File: src/rtl/tsm_pkg.sv
// ----------------------------------------------------------------------------
// tsm_pkg
// Shared types, codes and constants of the temperature statistics monitor.
// ----------------------------------------------------------------------------
`timescale 1ns / 1ps
`default_nettype none

package tsm_pkg;

    // Item kinds carried in s_tuser
    localparam logic OP_SAMPLE      = 1'b0;
    localparam logic OP_RESET_STATS = 1'b1;

    // Configuration register indexes
    localparam int unsigned CFG_IDX_W = 2;
    localparam logic [CFG_IDX_W-1:0] REG_WARN_LEVEL = 2'd0;
    localparam logic [CFG_IDX_W-1:0] REG_CRIT_LEVEL = 2'd1;
    localparam logic [CFG_IDX_W-1:0] REG_VALID_LOW  = 2'd2;
    localparam logic [CFG_IDX_W-1:0] REG_VALID_HIGH = 2'd3;

    // Reset values, hundredths of a degree
    localparam logic signed [15:0] WARN_LEVEL_RST = 16'sd7000;
    localparam logic signed [15:0] CRIT_LEVEL_RST = 16'sd8000;
    localparam logic signed [15:0] VALID_LOW_RST  = -16'sd1000;
    localparam logic signed [15:0] VALID_HIGH_RST = 16'sd12000;
    localparam logic signed [15:0] LOW_MARK_RST   = 16'sd10000;
    localparam logic signed [15:0] HIGH_MARK_RST  = -16'sd10000;

    // Divide by ten: q = (m * RECIP_MUL) >> RECIP_SHIFT, exact for m < 2^22
    localparam int unsigned      RECIP_SHIFT = 23;
    localparam logic [19:0]      RECIP_MUL   = 20'd838861;

    localparam int unsigned COUNT_W  = 32;
    localparam int unsigned M_DATA_W = 136;

    typedef enum logic [1:0] {
        HEALTH_NORMAL = 2'd0,
        HEALTH_WARN   = 2'd1,
        HEALTH_CRIT   = 2'd2
    } health_t;

    typedef struct packed {
        logic signed [15:0] warn_level;
        logic signed [15:0] crit_level;
        logic signed [15:0] valid_low;
        logic signed [15:0] valid_high;
    } cfg_t;

    // Packed so that cur_temp lands in the lowest bits
    typedef struct packed {
        logic [1:0]         pad;
        logic               sample_ok;
        health_t            alert_level;
        logic               alert_fire;
        health_t            health;
        logic [COUNT_W-1:0] errors;
        logic [COUNT_W-1:0] reads;
        logic signed [15:0] avg_temp;
        logic signed [15:0] max_temp;
        logic signed [15:0] min_temp;
        logic signed [15:0] cur_temp;
    } result_t;

endpackage

`default_nettype wire

File: src/rtl/temp_stats_threshold_monitor.sv
// ----------------------------------------------------------------------------
// temp_stats_threshold_monitor
// Temperature min/max/average tracker with two-level latched alarm.
// ----------------------------------------------------------------------------
//  channel | dir | handshake          | payload
//  s_      | in  | s_tvalid/s_tready  | s_tdata: sample, s_tuser: opcode
//  m_      | out | m_tvalid/m_tready  | m_tdata: result record (136 bits)
//  cfg_    | in  | cfg_valid/cfg_ready| cfg_index, cfg_data
//
//  One item per cycle while m_ is not stalled; the result shows on m_ in the cycle after its transaction.
//  Stats state is updated at the accepting edge, so the next item sees it.
//  s_tready drops only while a result sits in the output register unread.
//  cfg_ready is always high. Reset clears state and sets register defaults.
// ----------------------------------------------------------------------------
`timescale 1ns / 1ps
`default_nettype none

module temp_stats_threshold_monitor
    import tsm_pkg::*;
(
    input  wire logic                 aclk,
    input  wire logic                 aresetn,

    input  wire logic                 s_tvalid,
    output logic                      s_tready,
    input  wire logic [15:0]          s_tdata,   // [15:0] sample
    input  wire logic [0:0]           s_tuser,   // [0] opcode

    output logic                      m_tvalid,
    input  wire logic                 m_tready,
    // [15:0] cur_temp, [31:16] min_temp, [47:32] max_temp, [63:48] avg_temp,
    // [95:64] reads, [127:96] errors, [129:128] health, [130] alert_fire,
    // [132:131] alert_level, [133] sample_ok, [135:134] zero
    output logic [M_DATA_W-1:0]       m_tdata,

    input  wire logic                 cfg_valid,
    output logic                      cfg_ready,
    input  wire logic [CFG_IDX_W-1:0] cfg_index,
    input  wire logic [15:0]          cfg_data
);

    cfg_t    cfg;
    result_t res_next;
    result_t res_reg;
    logic    m_tvalid_reg;
    logic    accept;

    assign s_tready = !m_tvalid_reg || m_tready;
    assign accept   = s_tvalid && s_tready;
    assign m_tvalid = m_tvalid_reg;
    assign m_tdata  = res_reg;

    tsm_cfg u_cfg (
        .aclk      (aclk),
        .aresetn   (aresetn),
        .cfg_valid (cfg_valid),
        .cfg_ready (cfg_ready),
        .cfg_index (cfg_index),
        .cfg_data  (cfg_data),
        .cfg       (cfg)
    );

    tsm_stats u_stats (
        .aclk     (aclk),
        .aresetn  (aresetn),
        .accept   (accept),
        .opcode   (s_tuser[0]),
        .sample   (s_tdata),
        .cfg      (cfg),
        .res_next (res_next)
    );

    always_ff @(posedge aclk) begin
        if (!aresetn) begin
            m_tvalid_reg <= 1'b0;
        end else if (s_tready) begin
            m_tvalid_reg <= s_tvalid;
        end
    end

    always_ff @(posedge aclk) begin
        if (accept) begin
            res_reg <= res_next;
        end
    end

endmodule

`default_nettype wire

File: src/rtl/tsm_cfg.sv
// ----------------------------------------------------------------------------
// tsm_cfg
// Threshold and window registers, written through the configuration channel.
// ----------------------------------------------------------------------------
`timescale 1ns / 1ps
`default_nettype none

module tsm_cfg
    import tsm_pkg::*;
(
    input  wire logic                 aclk,
    input  wire logic                 aresetn,
    input  wire logic                 cfg_valid,
    output logic                      cfg_ready,
    input  wire logic [CFG_IDX_W-1:0] cfg_index,
    input  wire logic [15:0]          cfg_data,
    output cfg_t                      cfg
);

    cfg_t cfg_reg;

    assign cfg_ready = 1'b1;
    assign cfg       = cfg_reg;

    always_ff @(posedge aclk) begin
        if (!aresetn) begin
            cfg_reg.warn_level <= WARN_LEVEL_RST;
            cfg_reg.crit_level <= CRIT_LEVEL_RST;
            cfg_reg.valid_low  <= VALID_LOW_RST;
            cfg_reg.valid_high <= VALID_HIGH_RST;
        end else if (cfg_valid && cfg_ready) begin
            unique case (cfg_index)
                REG_WARN_LEVEL: cfg_reg.warn_level <= cfg_data;
                REG_CRIT_LEVEL: cfg_reg.crit_level <= cfg_data;
                REG_VALID_LOW:  cfg_reg.valid_low  <= cfg_data;
                REG_VALID_HIGH: cfg_reg.valid_high <= cfg_data;
                default: ;
            endcase
        end
    end

endmodule

`default_nettype wire

File: src/rtl/tsm_ema.sv
// ----------------------------------------------------------------------------
// tsm_ema
// One step of the tenth-weight average: (9*avg + sample)/10, rounded to
// nearest with ties away from zero.
// ----------------------------------------------------------------------------
`timescale 1ns / 1ps
`default_nettype none

module tsm_ema
    import tsm_pkg::*;
(
    input  wire logic signed [15:0] avg_in,
    input  wire logic signed [15:0] sample,
    output logic signed [15:0]      avg_out
);

    logic signed [19:0] avg_w;
    logic signed [19:0] num;
    logic [18:0]        mag;
    logic [18:0]        mag_rnd;
    logic [38:0]        prod;
    logic [15:0]        quot;

    always_comb begin
        avg_w   = 20'(avg_in);
        num     = (avg_w <<< 3) + avg_w + 20'(sample);
        // magnitude fits 19 bits: |num| <= 327680
        mag     = num[19] ? 19'(-num) : num[18:0];
        mag_rnd = mag + 19'd5;
        prod    = 39'(mag_rnd) * 39'(RECIP_MUL);
        quot    = prod[RECIP_SHIFT +: 16];
        avg_out = num[19] ? -quot : quot;
    end

endmodule

`default_nettype wire

File: src/rtl/tsm_stats.sv
// ----------------------------------------------------------------------------
// tsm_stats
// Statistics and alarm state; works out the next state and the result of
// the item on the input port and commits it on accept.
// ----------------------------------------------------------------------------
`timescale 1ns / 1ps
`default_nettype none

module tsm_stats
    import tsm_pkg::*;
(
    input  wire logic               aclk,
    input  wire logic               aresetn,
    input  wire logic               accept,
    input  wire logic               opcode,
    input  wire logic signed [15:0] sample,
    input  wire cfg_t               cfg,
    output result_t                 res_next
);

    logic signed [15:0] last_temp_reg,   last_temp_next;
    logic signed [15:0] low_mark_reg,    low_mark_next;
    logic signed [15:0] high_mark_reg,   high_mark_next;
    logic signed [15:0] smooth_temp_reg, smooth_temp_next;
    logic [COUNT_W-1:0] good_count_reg,  good_count_next;
    logic [COUNT_W-1:0] bad_count_reg,   bad_count_next;
    health_t            grade_reg,       grade_next;
    logic               warn_latched_reg, warn_latched_next;
    logic               crit_latched_reg, crit_latched_next;

    logic signed [15:0] ema_avg;
    logic               in_window;
    logic               fire;
    health_t            level;
    logic               ok;

    tsm_ema u_ema (
        .avg_in  (smooth_temp_reg),
        .sample  (sample),
        .avg_out (ema_avg)
    );

    assign in_window = (sample > cfg.valid_low) && (sample < cfg.valid_high);

    always_comb begin
        last_temp_next    = last_temp_reg;
        low_mark_next     = low_mark_reg;
        high_mark_next    = high_mark_reg;
        smooth_temp_next  = smooth_temp_reg;
        good_count_next   = good_count_reg;
        bad_count_next    = bad_count_reg;
        grade_next        = grade_reg;
        warn_latched_next = warn_latched_reg;
        crit_latched_next = crit_latched_reg;
        fire              = 1'b0;
        level             = HEALTH_NORMAL;
        ok                = 1'b0;

        priority if (opcode == OP_RESET_STATS) begin
            low_mark_next     = LOW_MARK_RST;
            high_mark_next    = HIGH_MARK_RST;
            smooth_temp_next  = last_temp_reg;
            good_count_next   = '0;
            warn_latched_next = 1'b0;
            crit_latched_next = 1'b0;
            grade_next        = HEALTH_NORMAL;
        end else if (in_window) begin
            ok             = 1'b1;
            last_temp_next = sample;
            if (!(&good_count_reg)) begin
                good_count_next = good_count_reg + 1'b1;
            end
            // first sample since reset or a stats reset seeds min, max and average
            if (good_count_reg == '0) begin
                low_mark_next    = sample;
                high_mark_next   = sample;
                smooth_temp_next = sample;
            end else begin
                if (sample < low_mark_reg) low_mark_next = sample;
                if (sample > high_mark_reg) high_mark_next = sample;
                smooth_temp_next = ema_avg;
            end

            priority if (sample >= cfg.crit_level) begin
                grade_next = HEALTH_CRIT;
                if (!crit_latched_reg) begin
                    crit_latched_next = 1'b1;
                    fire              = 1'b1;
                    level             = HEALTH_CRIT;
                end
            end else if (sample >= cfg.warn_level) begin
                grade_next = HEALTH_WARN;
                if (!warn_latched_reg) begin
                    warn_latched_next = 1'b1;
                    fire              = 1'b1;
                    level             = HEALTH_WARN;
                end
                crit_latched_next = 1'b0;
            end else begin
                grade_next = HEALTH_NORMAL;
                if (warn_latched_reg || crit_latched_reg) begin
                    warn_latched_next = 1'b0;
                    crit_latched_next = 1'b0;
                    fire              = 1'b1;
                    level             = HEALTH_NORMAL;
                end
            end
        end else begin
            if (!(&bad_count_reg)) begin
                bad_count_next = bad_count_reg + 1'b1;
            end
        end
    end

    always_comb begin
        res_next.pad         = '0;
        res_next.sample_ok   = ok;
        res_next.alert_level = level;
        res_next.alert_fire  = fire;
        res_next.health      = grade_next;
        res_next.errors      = bad_count_next;
        res_next.reads       = good_count_next;
        res_next.avg_temp    = smooth_temp_next;
        res_next.max_temp    = high_mark_next;
        res_next.min_temp    = low_mark_next;
        res_next.cur_temp    = last_temp_next;
    end

    always_ff @(posedge aclk) begin
        if (!aresetn) begin
            last_temp_reg    <= '0;
            low_mark_reg     <= LOW_MARK_RST;
            high_mark_reg    <= HIGH_MARK_RST;
            smooth_temp_reg  <= '0;
            good_count_reg   <= '0;
            bad_count_reg    <= '0;
            grade_reg        <= HEALTH_NORMAL;
            warn_latched_reg <= 1'b0;
            crit_latched_reg <= 1'b0;
        end else if (accept) begin
            last_temp_reg    <= last_temp_next;
            low_mark_reg     <= low_mark_next;
            high_mark_reg    <= high_mark_next;
            smooth_temp_reg  <= smooth_temp_next;
            good_count_reg   <= good_count_next;
            bad_count_reg    <= bad_count_next;
            grade_reg        <= grade_next;
            warn_latched_reg <= warn_latched_next;
            crit_latched_reg <= crit_latched_next;
        end
    end

endmodule

`default_nettype wire

File: config.mk
export PLATFORM = sky130hd
export DESIGN_NAME = temp_stats_threshold_monitor
export DESIGN_NICKNAME = d
export VERILOG_FILES = /design/src/rtl/tsm_pkg.sv /design/src/rtl/temp_stats_threshold_monitor.sv /design/src/rtl/tsm_cfg.sv /design/src/rtl/tsm_ema.sv /design/src/rtl/tsm_stats.sv
export SDC_FILE = /design/constraint.sdc
export NUM_CORES = 1
export LEC_CHECK = 0
export BUFFER_PORTS_ARGS = -buffer_cell sky130_fd_sc_hd__buf_2
export CAP_MARGIN = 20
export CORE_MARGIN = 2
export CORE_UTILIZATION = 60
export DETAILED_ROUTE_END_ITERATION = 10
export PLACE_DENSITY_LB_ADDON = 0.3
export SYNTH_ARGS = -nofsm -noshare
export SYNTH_HDL_FRONTEND = slang
export SYNTH_SLANG_ARGS = --single-unit
File: constraint.sdc
create_clock -name aclk -period 31 [get_ports aclk]
set_input_delay 6.2 -clock aclk [delete_from_list [all_inputs] [get_ports aclk]]
set_output_delay 6.2 -clock aclk [all_outputs]
set_load 0.01 [all_outputs]
==> results.ini <==
[setup_path]
path_max_fanout=24
r2r_cells=43
r2r_slack_ns=18.15
crit_path_frequent_cell=inv_1
crit_path_end=m_tdata[60]$_DFFE_PP_
r2r-end=m_tdata[60]$_DFFE_PP_
worstPathRequired_ns=31.30
path_class=in2reg
timing.rr.start=u_stats.smooth_temp_reg[15]$_SDFFE_PN0P_
worstSetupStartpointType=primary input
critPathLaunch=s_tdata[10]
end_kind=flip-flop
arrival_ns=18.72
slowest_delay_ns=0.64
cp_slowest_cell=a211oi_1

[synth]
synthTopCellsByCount=inv_1, nand2_1, ha_1, dfxtp_1, nor2_1
syn-cell-area_um2=25800
synth-edff-count=134
synth_area_leaders=edfxtp_1, dfxtp_1, ha_1, fa_1, inv_1
ys_ff_latch=331
synthCells=2889
ys.flop_type=dfxtp_1
synth_cell_types=96
synth_area_per_cell_um2=8.93
synth-async-reset-ratio_pct=0
yosysTopAreaCell=edfxtp_1
synth_seq_area_share_pct=30.9
yosysMostFrequentCell=inv_1
yosysWarningCount=0
synth_top_area_share_pct=15.6

[detailed_routing]
route.detailed.drc=0
via_per_inst=6.28
wirelength_mm=74.8
vias=22500
routedWlPerCell_um=20.9
drtAntennaViolNets=0
drt_iter0_drc=2252
drt-pass1-iter-count=6

[timing]
hold_violations=0
min_period_ns=18.43
post-route-period-util_pct=59.4
worstMarginPinSlew_ns=1.29
fin_setup_tns_ns=0
report.final.slew_viol_count=0
skew_ns=0.0271
setup_viol=0
rsz0062_at_grt=no
max_clock_freq_mhz=54.3
max_slew_margin_pct=13.8

[worst_hold_path]
hold_class=reg2reg
hold_depth=2

[floorplan]
die_h_um=211
dieArea_um2=44700
pin_count=179
start_util_pct=61.1
core_um2=42200
rows=75
dieWidth_um=211

[place]
port_buffers=175
place_congestion=1.03
place_area_um2=27100
hpwl_mm=56.3

[global_route]
antenna_found_initial=2
grt_max_degree=79
grt_pass1_wl_mm=119
grt_pass1_vias=22100
gr-total-overflow=0
grtUsageTotal_pct=33.8

[cts]
postCtsSetupBuffers=0
insertion_delay_ns=0.57
cts_made_buffers=37
cts_sinks=331
h-tree-depth=2
ctsHoldBuffers=0
cts_resized=0
cts_tree=done
root_buffer=clkbuf_16
clockBufferDepth=3
clk_pin_slew_ns=0.06

[outcome]
status=complete, no violations

[layout]
final_layout_size_suffix_gt1_share_pct=10.9
fin_area_um2=28400
largest_reg_flops=134
fin_nets=3418
syn_to_final_growth_pct=9.92
fin_util_pct=67.2

[job]
cap_violations=0

cell families after synthesis:
kind of cell | Yosys count | synth area share (%)
other cells | 2 | 0.0291
fa+ha+maj | 369 | 21.2
simple gates | 875 | 16.5
flops | 331 | 30.9
xor+xnor | 149 | 5.17
mux | 56 | 2.24
compound gates | 628 | 16.9
buf+inv | 479 | 7.05
cell usage in the layout (no fill, tap or decap), types with 36 or more instances in the layout:
cell and n:
or3_1 36, nand3_1 73, inv_1 349, edfxtp_1 134
nand2_1 305, and3_1 43, xnor2_1 89, a21oi_1 162
mux2i_1 42, o211ai_1 49, nor2_1 179, nor4_1 39
dfxtp_1 197, o21ai_0 83, fa_1 114, ha_1 255
nor3_1 51, buf_2 173, clkbuf_16 38, xor2_1 56
a21o_1 56
area by class of cell:
class	count	area (um2)
Multi-Input combinational cell	2080	16000
Fill cell	3428	13900
Sequential cell	331	7970
Inverter	351	1330
Timing Repair Buffer	208	1140
Clock buffer	47	995
Tap cell	539	674
Clock inverter	21	223
Antenna cell	1	2.50
worst min-delay path by stage:
stage / slack, ns / from / to
4_1_cts: 0.46 / u_cfg.cfg[12]$_SDFFE_PN0P_ / u_cfg.cfg[12]$_SDFFE_PN0P_
5_1_grt: 0.48 / u_cfg.cfg[4]$_SDFFE_PN0P_ / u_cfg.cfg[4]$_SDFFE_PN0P_
3_3_place_gp: 0.44 / u_cfg.cfg[23]$_SDFFE_PN0P_ / u_cfg.cfg[23]$_SDFFE_PN0P_
6_report: 0.45 / u_cfg.cfg[12]$_SDFFE_PN0P_ / u_cfg.cfg[12]$_SDFFE_PN0P_
3_5_place_dp: 0.45 / u_cfg.cfg[63]$_SDFFE_PN0P_ / u_cfg.cfg[63]$_SDFFE_PN0P_
2_1_floorplan: 0.43 / u_stats.bad_count_reg[16]$_SDFFE_PN0P_ / u_stats.bad_count_reg[16]$_SDFFE_PN0P_
metal layers:
metal | up-vias | routed length [um] | global-route usage, %
met1 | 10900 | 31700 | 46.6
met4 | 0 | 2740 | 12.2
met5 | - | 0 | 0
met2 | 1036 | 33600 | 53.0
met3 | 172 | 6700 | 6.78
li1 | 10400 | - | -
worst max-delay path: cells and delay by family:
family / cells / cell delay [ns]
adder cells (fa/ha/maj): 9 / 4.25
AO/OA/AOI/OAI: 13 / 3.62
AND/OR/NAND/NOR: 9 / 2.80
buffers and inverters: 10 / 1.24
multiplexers: 1 / 0.35
XOR/XNOR: 2 / 0.27
per-stage QoR:
stage | instances | setup slack [ns] | hold WS, ns
CTS | 3577 | 12.96 | 0.456
global placement | 3508 | 12.83 | 0.443
global route | 3577 | 11.83 | 0.480
finish | 3578 | 12.57 | 0.454
floorplan | 2890 | 14.55 | 0.435
detailed placement | 3509 | 12.42 | 0.448
Power is left out: the tool's default activity adds up to more than one toggle a clock period on the data nets, which glitch-free logic cannot reach.
